<file path="config.mk">
export PLATFORM = sky130hd
export DESIGN_NAME = serial_line_receiver_zmodem_detect_top
export DESIGN_NICKNAME = d
export VERILOG_FILES = /design/src/rtl/core/slz_pkg.sv /design/src/rtl/core/slz_in_stage.sv /design/src/rtl/core/slz_step.sv /design/src/rtl/core/serial_line_receiver_zmodem_detect_top.sv
export SDC_FILE = /design/constraint.sdc
export NUM_CORES = 1
export LEC_CHECK = 0
export BUFFER_PORTS_ARGS = -buffer_cell sky130_fd_sc_hd__buf_4
export CAP_MARGIN = 20
export CELL_PAD_IN_SITES_DETAIL_PLACEMENT = 0
export CELL_PAD_IN_SITES_GLOBAL_PLACEMENT = 1
export CORE_ASPECT_RATIO = 1.1
export CORE_MARGIN = 1
export CORE_UTILIZATION = 39
export DETAILED_ROUTE_END_ITERATION = 7
export GPL_TIMING_DRIVEN = 1
export PLACE_DENSITY_LB_ADDON = 0.2
export SETUP_SLACK_MARGIN = 0.2
export SLEW_MARGIN = 20
export SYNTH_ARGS = -nofsm -noshare
export SYNTH_HDL_FRONTEND = slang
export SYNTH_SLANG_ARGS = --single-unit
</file>
<file path="constraint.sdc">
create_clock -name clk_i -period 2.4 [get_ports clk_i]
set_input_delay 0.48 -clock clk_i [delete_from_list [all_inputs] [get_ports clk_i]]
set_output_delay 0.48 -clock clk_i [all_outputs]
set_load 0.05 [all_outputs]
</file>
<file path="src/rtl/core/slz_pkg.sv">
`timescale 1ns / 1ps
`default_nettype none

package slz_pkg;

  // Request codes carried in the req_type field.
  typedef enum logic [2:0] {
    REQ_RX_BYTE    = 3'd0,
    REQ_TX_READY   = 3'd1,
    REQ_LINE_DONE  = 3'd2,
    REQ_CLEAR_EV   = 3'd3,
    REQ_RX_DISABLE = 3'd4,
    REQ_SET_MODE   = 3'd5
  } req_e;

  // Characters with a special meaning on the line.
  localparam logic [7:0] CH_LF   = 8'h0a;
  localparam logic [7:0] CH_CR   = 8'h0d;
  localparam logic [7:0] CH_ZPAD = 8'h2a;
  localparam logic [7:0] CH_ZDLE = 8'h18;

  // Sticky event bits.
  localparam logic [1:0] EV_RX = 2'b01;
  localparam logic [1:0] EV_TX = 2'b10;

  // Both buffer entries 0 and 1 hold ZPAD.
  localparam logic [1:0] PAD_BOTH = 2'b11;

  // Reset value of the inter-character timeout register.
  localparam logic [15:0] TIMEOUT_RESET = 16'd500;

  // One incoming request.
  typedef struct packed {
    logic [2:0] req_type;
    logic [7:0] rx_byte;
    logic       new_mode;
  } item_t;

  // Receiver status that does not depend on the buffer depth.
  typedef struct packed {
    logic       armed;
    logic [7:0] err_cnt;
    logic       hdr;
    logic [1:0] pad;
    logic [1:0] ev;
  } flags_t;

  // One result as it leaves the block.
  typedef struct packed {
    logic       wr_valid;
    logic [4:0] wr_index;
    logic [7:0] wr_data;
    logic       term_next;
    logic [1:0] events;
    logic [5:0] line_length;
    logic       header_mode;
    logic       rx_enabled;
    logic [7:0] error_count;
    logic       zmodem_start;
    logic       timer_start;
  } result_t;

endpackage

`default_nettype wire

</file>
<file path="src/rtl/core/slz_in_stage.sv">
`timescale 1ns / 1ps
`default_nettype none

module slz_in_stage (
  input  wire logic           clk_i,
  input  wire logic           rst_ni,
  input  wire logic           valid_i,
  output logic                stall_o,
  input  wire slz_pkg::item_t item_i,
  input  wire logic           take_i,
  output logic                valid_o,
  output slz_pkg::item_t      item_o
);

  logic           valid_q;
  logic           valid_d;
  slz_pkg::item_t item_q;
  logic           load;

  // The held request blocks the input only while the next stage cannot take it.
  assign stall_o = valid_q && !take_i;
  assign load    = valid_i && !stall_o;

  always_comb begin
    valid_d = valid_q;
    if (take_i || !valid_q) begin
      valid_d = valid_i;
    end
  end

  always_ff @(posedge clk_i or negedge rst_ni) begin
    if (!rst_ni) begin
      valid_q <= 1'b0;
    end else begin
      valid_q <= valid_d;
    end
  end

  // Payload is captured on acceptance only.
  always_ff @(posedge clk_i) begin
    if (load) begin
      item_q <= item_i;
    end
  end

  assign valid_o = valid_q;
  assign item_o  = item_q;

endmodule

`default_nettype wire

</file>
<file path="src/rtl/core/slz_step.sv">
`timescale 1ns / 1ps
`default_nettype none

module slz_step #(
  parameter int unsigned BUF_DEPTH = 32,
  parameter int unsigned FillW     = 6
) (
  input  wire slz_pkg::item_t  item_i,
  input  wire logic [FillW-1:0] fill_i,
  input  wire slz_pkg::flags_t flags_i,
  output logic [FillW-1:0]      fill_o,
  output slz_pkg::flags_t       flags_o,
  output slz_pkg::result_t      res_o
);

  localparam int unsigned ExtW = (FillW > 6) ? FillW : 6;
  localparam logic [FillW-1:0] DepthC = FillW'(BUF_DEPTH);
  localparam logic [FillW-1:0] IdxTwo = FillW'(2);
  localparam logic [FillW-1:0] IdxThree = FillW'(3);

  logic [FillW-1:0] fill_inc;
  logic [FillW-1:0] wr_idx;
  logic [ExtW-1:0]  idx_ext;
  logic [ExtW-1:0]  fill_ext;
  logic             not_full;
  logic             wv;
  logic [7:0]       wd;
  logic             tn;
  logic             zs;
  logic             ts;

  // Track whether buffer entries 0 and 1 hold ZPAD after a write.
  function automatic logic [1:0] note_pad(input logic [1:0] pad, input logic [FillW-1:0] idx,
                                          input logic [7:0] data);
    logic [1:0] res;
    res = pad;
    if (idx < IdxTwo) begin
      res[idx[0]] = (data == slz_pkg::CH_ZPAD);
    end
    return res;
  endfunction

  assign fill_inc = fill_i + FillW'(1);
  assign not_full = fill_i < DepthC;

  // Next state and the write request for one item.
  always_comb begin
    fill_o  = fill_i;
    flags_o = flags_i;
    wv      = 1'b0;
    wr_idx  = '0;
    wd      = '0;
    tn      = 1'b0;
    zs      = 1'b0;
    ts      = 1'b0;
    case (slz_pkg::req_e'(item_i.req_type))
      slz_pkg::REQ_RX_BYTE: begin
        if (!flags_i.hdr) begin
          if (item_i.rx_byte == slz_pkg::CH_LF) begin
            // Line feeds are dropped.
          end else if (fill_i == IdxTwo && item_i.rx_byte == slz_pkg::CH_ZDLE &&
                       flags_i.pad == slz_pkg::PAD_BOTH) begin
            // ZPAD ZPAD ZDLE opens a header; no event is raised.
            wv          = 1'b1;
            wr_idx      = IdxTwo;
            wd          = item_i.rx_byte;
            fill_o      = IdxThree;
            flags_o.hdr = 1'b1;
            zs          = 1'b1;
          end else if (flags_i.armed && flags_i.err_cnt == 8'd0 && not_full) begin
            wv     = 1'b1;
            wr_idx = fill_i;
            if (item_i.rx_byte == slz_pkg::CH_CR) begin
              // Carriage return ends the line with a zero terminator.
              wd            = 8'd0;
              flags_o.pad   = note_pad(flags_i.pad, fill_i, 8'd0);
              flags_o.armed = 1'b0;
              flags_o.ev    = flags_i.ev | slz_pkg::EV_RX;
            end else begin
              wd          = item_i.rx_byte;
              flags_o.pad = note_pad(flags_i.pad, fill_i, item_i.rx_byte);
              fill_o      = fill_inc;
            end
          end else begin
            // Rejected byte: count the error and drop the line; a carriage return instead clears the count and re-arms.
            flags_o.err_cnt = flags_i.err_cnt + 8'd1;
            fill_o          = '0;
            if (item_i.rx_byte == slz_pkg::CH_CR) begin
              flags_o.err_cnt = 8'd0;
              flags_o.armed   = 1'b1;
            end
          end
        end else if (flags_i.armed && not_full) begin
          // Header byte, followed by a zero unless it lands in the last entry.
          wv          = 1'b1;
          wr_idx      = fill_i;
          wd          = item_i.rx_byte;
          flags_o.pad = note_pad(flags_i.pad, fill_i, item_i.rx_byte);
          if (fill_inc < DepthC) begin
            tn          = 1'b1;
            flags_o.pad = note_pad(note_pad(flags_i.pad, fill_i, item_i.rx_byte),
                                   fill_inc, 8'd0);
          end
          fill_o     = fill_inc;
          flags_o.ev = flags_i.ev | slz_pkg::EV_RX;
          ts         = 1'b1;
        end
      end
      slz_pkg::REQ_TX_READY: begin
        flags_o.ev = flags_i.ev | slz_pkg::EV_TX;
      end
      slz_pkg::REQ_LINE_DONE: begin
        fill_o        = '0;
        flags_o.armed = 1'b1;
      end
      slz_pkg::REQ_CLEAR_EV: begin
        flags_o.ev = '0;
      end
      slz_pkg::REQ_RX_DISABLE: begin
        flags_o.armed = 1'b0;
      end
      slz_pkg::REQ_SET_MODE: begin
        flags_o.hdr = item_i.new_mode;
      end
      default: begin
        // Unused codes leave the state alone.
      end
    endcase
  end

  // Index and length are reported at the field widths.
  assign idx_ext  = ExtW'(wr_idx);
  assign fill_ext = ExtW'(fill_o);

  always_comb begin
    res_o.wr_valid     = wv;
    res_o.wr_index     = idx_ext[4:0];
    res_o.wr_data      = wd;
    res_o.term_next    = tn;
    res_o.events       = flags_o.ev;
    res_o.line_length  = fill_ext[5:0];
    res_o.header_mode  = flags_o.hdr;
    res_o.rx_enabled   = flags_o.armed;
    res_o.error_count  = flags_o.err_cnt;
    res_o.zmodem_start = zs;
    res_o.timer_start  = ts;
  end

endmodule

`default_nettype wire

</file>
<file path="src/rtl/core/serial_line_receiver_zmodem_detect_top.sv">
// Line receiver with header detection.
// Input channel: in_valid_i / in_stall_o carry one request (req_type_i,
// rx_byte_i, new_mode_i): a received byte or a software event.
// Output channel: out_valid_o / out_stall_i carry the results; every request
// gives exactly one result with the buffer write (wr_valid_o, wr_index_o,
// wr_data_o, term_next_o) and the status after it.
// An accepted request waits in the input register, and its result is then
// captured in the result register: two register stages, with the whole
// update done in the single logic level between them.
// One request per cycle while out_stall_i is low; the input register holds
// one more while a result waits, so the input stalls only if both are full.
// cfg_we_i writes cfg_data_i to the inter-character timeout, which is
// presented on timer_value_o for the timer that timer_start_o reloads.
// Reset empties both stages, arms reception, clears length, error count,
// events and header mode, and sets the timeout to 500 ticks.
`timescale 1ns / 1ps
`default_nettype none

module serial_line_receiver_zmodem_detect_top #(
  parameter int unsigned BUF_DEPTH = 32
) (
  input  wire logic        clk_i,
  input  wire logic        rst_ni,
  input  wire logic        cfg_we_i,
  input  wire logic [15:0] cfg_data_i,
  input  wire logic        in_valid_i,
  output logic             in_stall_o,
  input  wire logic [2:0]  req_type_i,
  input  wire logic [7:0]  rx_byte_i,
  input  wire logic        new_mode_i,
  output logic             out_valid_o,
  input  wire logic        out_stall_i,
  output logic             wr_valid_o,
  output logic [4:0]       wr_index_o,
  output logic [7:0]       wr_data_o,
  output logic             term_next_o,
  output logic [1:0]       events_o,
  output logic [5:0]       line_length_o,
  output logic             header_mode_o,
  output logic             rx_enabled_o,
  output logic [7:0]       error_count_o,
  output logic             zmodem_start_o,
  output logic             timer_start_o,
  output logic [15:0]      timer_value_o
);

  localparam int unsigned FillW = $clog2(BUF_DEPTH + 1);

  slz_pkg::item_t   in_item;
  slz_pkg::item_t   st_item;
  logic             st_valid;
  logic             adv;
  logic             proc;
  logic [FillW-1:0] fill_q;
  logic [FillW-1:0] fill_d;
  slz_pkg::flags_t  flags_q;
  slz_pkg::flags_t  flags_d;
  slz_pkg::result_t res_d;
  slz_pkg::result_t res_q;
  logic             out_valid_q;
  logic [15:0]      timeout_q;

  assign in_item.req_type = req_type_i;
  assign in_item.rx_byte  = rx_byte_i;
  assign in_item.new_mode = new_mode_i;

  // The result register moves when it is empty or being taken.
  assign adv  = !out_valid_q || !out_stall_i;
  assign proc = st_valid && adv;

  slz_in_stage u_in_stage (
    .clk_i   (clk_i),
    .rst_ni  (rst_ni),
    .valid_i (in_valid_i),
    .stall_o (in_stall_o),
    .item_i  (in_item),
    .take_i  (adv),
    .valid_o (st_valid),
    .item_o  (st_item)
  );

  slz_step #(
    .BUF_DEPTH (BUF_DEPTH),
    .FillW     (FillW)
  ) u_step (
    .item_i  (st_item),
    .fill_i  (fill_q),
    .flags_i (flags_q),
    .fill_o  (fill_d),
    .flags_o (flags_d),
    .res_o   (res_d)
  );

  // Receiver state advances once per processed request.
  always_ff @(posedge clk_i or negedge rst_ni) begin
    if (!rst_ni) begin
      fill_q          <= '0;
      flags_q.armed   <= 1'b1;
      flags_q.err_cnt <= '0;
      flags_q.hdr     <= 1'b0;
      flags_q.pad     <= '0;
      flags_q.ev      <= '0;
    end else if (proc) begin
      fill_q  <= fill_d;
      flags_q <= flags_d;
    end
  end

  // Result register.
  always_ff @(posedge clk_i or negedge rst_ni) begin
    if (!rst_ni) begin
      out_valid_q <= 1'b0;
    end else if (adv) begin
      out_valid_q <= st_valid;
    end
  end

  always_ff @(posedge clk_i) begin
    if (proc) begin
      res_q <= res_d;
    end
  end

  // Inter-character timeout register.
  always_ff @(posedge clk_i or negedge rst_ni) begin
    if (!rst_ni) begin
      timeout_q <= slz_pkg::TIMEOUT_RESET;
    end else if (cfg_we_i) begin
      timeout_q <= cfg_data_i;
    end
  end

  assign out_valid_o    = out_valid_q;
  assign wr_valid_o     = res_q.wr_valid;
  assign wr_index_o     = res_q.wr_index;
  assign wr_data_o      = res_q.wr_data;
  assign term_next_o    = res_q.term_next;
  assign events_o       = res_q.events;
  assign line_length_o  = res_q.line_length;
  assign header_mode_o  = res_q.header_mode;
  assign rx_enabled_o   = res_q.rx_enabled;
  assign error_count_o  = res_q.error_count;
  assign zmodem_start_o = res_q.zmodem_start;
  assign timer_start_o  = res_q.timer_start;
  assign timer_value_o  = timeout_q;

  // A header start writes ZDLE at entry 2 and enters header mode with length 3.
  a_zstart_shape: assert property (@(posedge clk_i) disable iff (!rst_ni)
    out_valid_o && zmodem_start_o |-> wr_valid_o && header_mode_o &&
      wr_index_o == 5'd2 && wr_data_o == slz_pkg::CH_ZDLE && line_length_o == 6'd3)
    else $error("header start result malformed");

  // A timer restart only comes with a header byte write and the receive event.
  a_timer_write: assert property (@(posedge clk_i) disable iff (!rst_ni)
    out_valid_o && timer_start_o |-> wr_valid_o && header_mode_o && events_o[0])
    else $error("timer restart without header write");

  // A trailing zero is only requested together with a write.
  a_term_write: assert property (@(posedge clk_i) disable iff (!rst_ni)
    out_valid_o && term_next_o |-> wr_valid_o && timer_start_o)
    else $error("trailing zero without write");

  // The input stalls only when a result is waiting on a stalled consumer.
  a_stall_cause: assert property (@(posedge clk_i) disable iff (!rst_ni)
    in_stall_o |-> out_valid_o && out_stall_i)
    else $error("input stalled without output backpressure");

endmodule

`default_nettype wire
</file>
==> out/qor.csv <==
metric,value,unit
initial antenna violation count,0,
DR WL met3,479,µm
Main synth FF type,edfxtp_1,
Clock Latency Late Sink,0.34,ns
# nets final,551,
sequential group share of total power,40.1,%
Highest Clock Rate,0.432,GHz
"commonest non-fill, non-tap cell in the layout",buf_4,
clock-pin slew on the worst setup and hold paths,0.06,ns
synthesized cell area,4230,µm²
Die X,101,µm
area grow syn2layout,42.1,%
Hold Path Class,input port to async pin,
# port buffers,85,
DRC Markers,0,
CTS buffer count,9,
DR pass1 iterations,4,
Total Neg Setup Slack,0,ns
ANT cells,0,
vias post-DR,3573,
Die Height,111,µm
Mapped Avg Cell Area,11.5,µm²
PD cells,769,nW/µm²
# rows,39,
core footprint,10500,µm²
"Remaining Overflow, GRT",0,
P_leak,2.42,nW
final hold viol count,0,
max incr delay on CP,0.63,ns
Slew Limit Fails,0,
synthesized flop and latch total,85,
CP max FO,5,
vias per cell,5.40,
Final period util,96.4,%
maximum VDD drop,335,µV
Max-slew headroom,64.9,%
crit start category,flip-flop,
WP data required,2.50,ns
RSZ-0062 raised after global routing,true,
Worst Tran Pin Value,0.527,ns
Mapped Cells,369,
most frequent cells in the layout,"buf_4 (140), edfxtp_1 (47), dfrtp_1 (31)",
DRT iter0 DRCs,197,
power share of the combinational group,29.8,%
WP data arrival,2.41,ns
DRT Wirelength,10.9,mm
YS warnings,0,
I/O Pins,86,
clock buffer depth,2,
syn nets,406,
cell internal pwr,3.09,mW
crit path kind,flip-flop to flip-flop,
Die ar.,11300,µm²
met2 WL,5.49,mm
Top Metal Used,met4,
wire per inst,16.5,µm
Multi-input gate area,1950,µm²
Hold Buf Count CTS,0,
Setup-failing EPs final,0,
outcome,finished clean,
Final Wtd Congestion,0.962,
Post-synth EDFFs,47,
CTS sink cnt,85,
Setup crit end kind,flip-flop,
crit path cell chain,or4_4 > or4_4 > nand4_4 > o221ai_2 > a21o_2,
CP max-delay cell,or4_4,
post-synth cell types,69,
Initial Utilization,40.3,%
"Top cell by count, worst path",or4_4,
setup ws final,0.0860,ns
ratio of cells with drive above 1 in the final layout,46.8,%
max cap viols,0,
filler instances,899,
CTS tree,yes,
Switching Power,1.54,mW
post-synthesis sequential area ratio,56.1,%
Total GRT Usage,20.5,%
Final HPWL DP,7.89,mm
Routed Antenna Nets,0,
asr flop ratio synth,44.7,%
number of global-route vias before repair,3512,
sw frac,33.2,%
pin count of the biggest net entering global routing,39,
RR Startpoint,fill_q[5],
routed metal-1 wirelength,4.72,mm
clock power share,30.1,%
dpl ws,0.000833,ns
Clock Root Buffer,clkbuf_16,
first-pass GRT wire length,17.5,mm
clk_skew,0.00389,ns
htree depth,3,
critical path startpoint,fill_q[5],
Reg area,2370,µm²
Final min period,2.31,ns
-- through the flow --
stage / hold WS [ns] / util (%) / std cells / area, µm² / power [mW]
finish: 0.115 / 57.3 / 662 / 6010 / 4.62
global route: 0.154 / 57.3 / 662 / 6010 / 4.84
CTS: 0.139 / 55.2 / 651 / 5790 / 4.57
global placement: 0.471 / 51.1 / 627 / 5360 / 3.13
floorplan: 0.184 / - / 369 / 4270 / 2.67
detailed placement: 0.478 / 51.1 / 627 / 5360 / 3.14
-- per-layer routing --
metal	track usage, %	vias up
met3	4.10	20
met2	33.1	102
met1	26.2	1742
met5	0	-
met4	9.66	0
li1	-	1709
-- state kept, by name, summed over array words and instances, names as in the netlist --
signal,count
events_o,2
wr_index_o,5
out_valid_o,1
error_count_o,8
header_mode_o,1
u_in_stage.item_o,12
u_in_stage.valid_o,1
timer_start_o,1
wr_data_o,8
line_length_o,6
fill_q,6
timer_value_o,16
term_next_o,1
flags_q,14
zmodem_start_o,1
wr_valid_o,1
rx_enabled_o,1
-- area by class of cell --
class / instances / share of cell area [%]
multi-input cells: 256 / 32.4
flip-flops and latches: 85 / 39.5
repair buffers: 149 / 19.3
well taps: 143 / 2.98
inverters: 13 / 0.812
clock inverters: 5 / 0.625
clock buffers: 11 / 4.39
-- path summary, 6_finish.rpt --
check	endpoint	slack (ns)	cells after the start
max	line_length_o[4]	0.09	5
min	flags_q[5]	0.12	1
max reg2reg	line_length_o[4]	0.09	5
min reg2reg	out_valid_o	0.49	1
max in group asynchronous	flags_q[13]	1.91	1
min in group clk_i	u_in_stage.item_o[8]	0.31	1
-- power by group through the flow --
stage | sequential, mW | clock (mW) | combinational (mW)
after CTS | 1.86 | 1.42 | 1.29
after floorplan | 2.19 | 0 | 0.477
after global routing | 1.87 | 1.49 | 1.48
after detailed placement | 1.88 | 0 | 1.26
after global placement | 1.88 | 0 | 1.25
final | 1.85 | 1.39 | 1.38
-- critical path, delay by kind of cell, from the launching register on --
family | cells | cell delay, ns
simple gates | 3 | 1.38
compound gates | 2 | 0.31
flops | 1 | 0.38
-- synthesized netlist by cell type, types with 3 or more instances --
cell type	n	area [µm²]
ha_1	4	50.1
or4_1	5	37.5
mux2_2	19	214
o21ai_1	3	15.0
nor2b_1	4	25.0
edfxtp_1	47	1410
or4_4	3	33.8
nand2b_1	9	56.3
and3_1	5	31.3
a21oi_1	12	60.1
o21ai_0	31	155
nand3_1	14	70.1
a31oi_1	8	50.1
nor3_1	9	45.0
dfrtp_1	31	776
nand2_1	25	93.8
clkbuf_1	12	45.0
inv_1	11	41.3
and2_1	6	37.5
nor2_1	20	75.1
nor4_1	3	18.8
a22oi_1	3	22.5
nand4_1	8	50.1
o211ai_1	4	30.0
o31ai_1	3	22.5
xnor2_1	5	43.8
or4bb_1	3	33.8
dfstp_2	7	184
-- timing repair --
action | CTS | global route
pin swaps | 12 | 23
gates cloned | 1 | 0
buffers inserted | 7 | 11
setup endpoints to repair | 35 | 37
resized for setup | 14 | 38
-- logic make-up (layout without fill, tap and decap cells) --
| group | after synthesis | after routing | share of synthesized area [%] |
|---|---|---|---|
| adder cells (fa/ha/maj) | 4 | 4 | 1.18 |
| multiplexers | 20 | 20 | 5.41 |
| buffers and inverters | 29 | 178 | 2.96 |
| AND/OR/NAND/NOR | 137 | 138 | 19.6 |
| flip-flops | 85 | 85 | 56.1 |
| XOR/XNOR | 7 | 7 | 1.45 |
| AO/OA/AOI/OAI | 87 | 87 | 13.3 |
(Power assumes the default switching activity.)
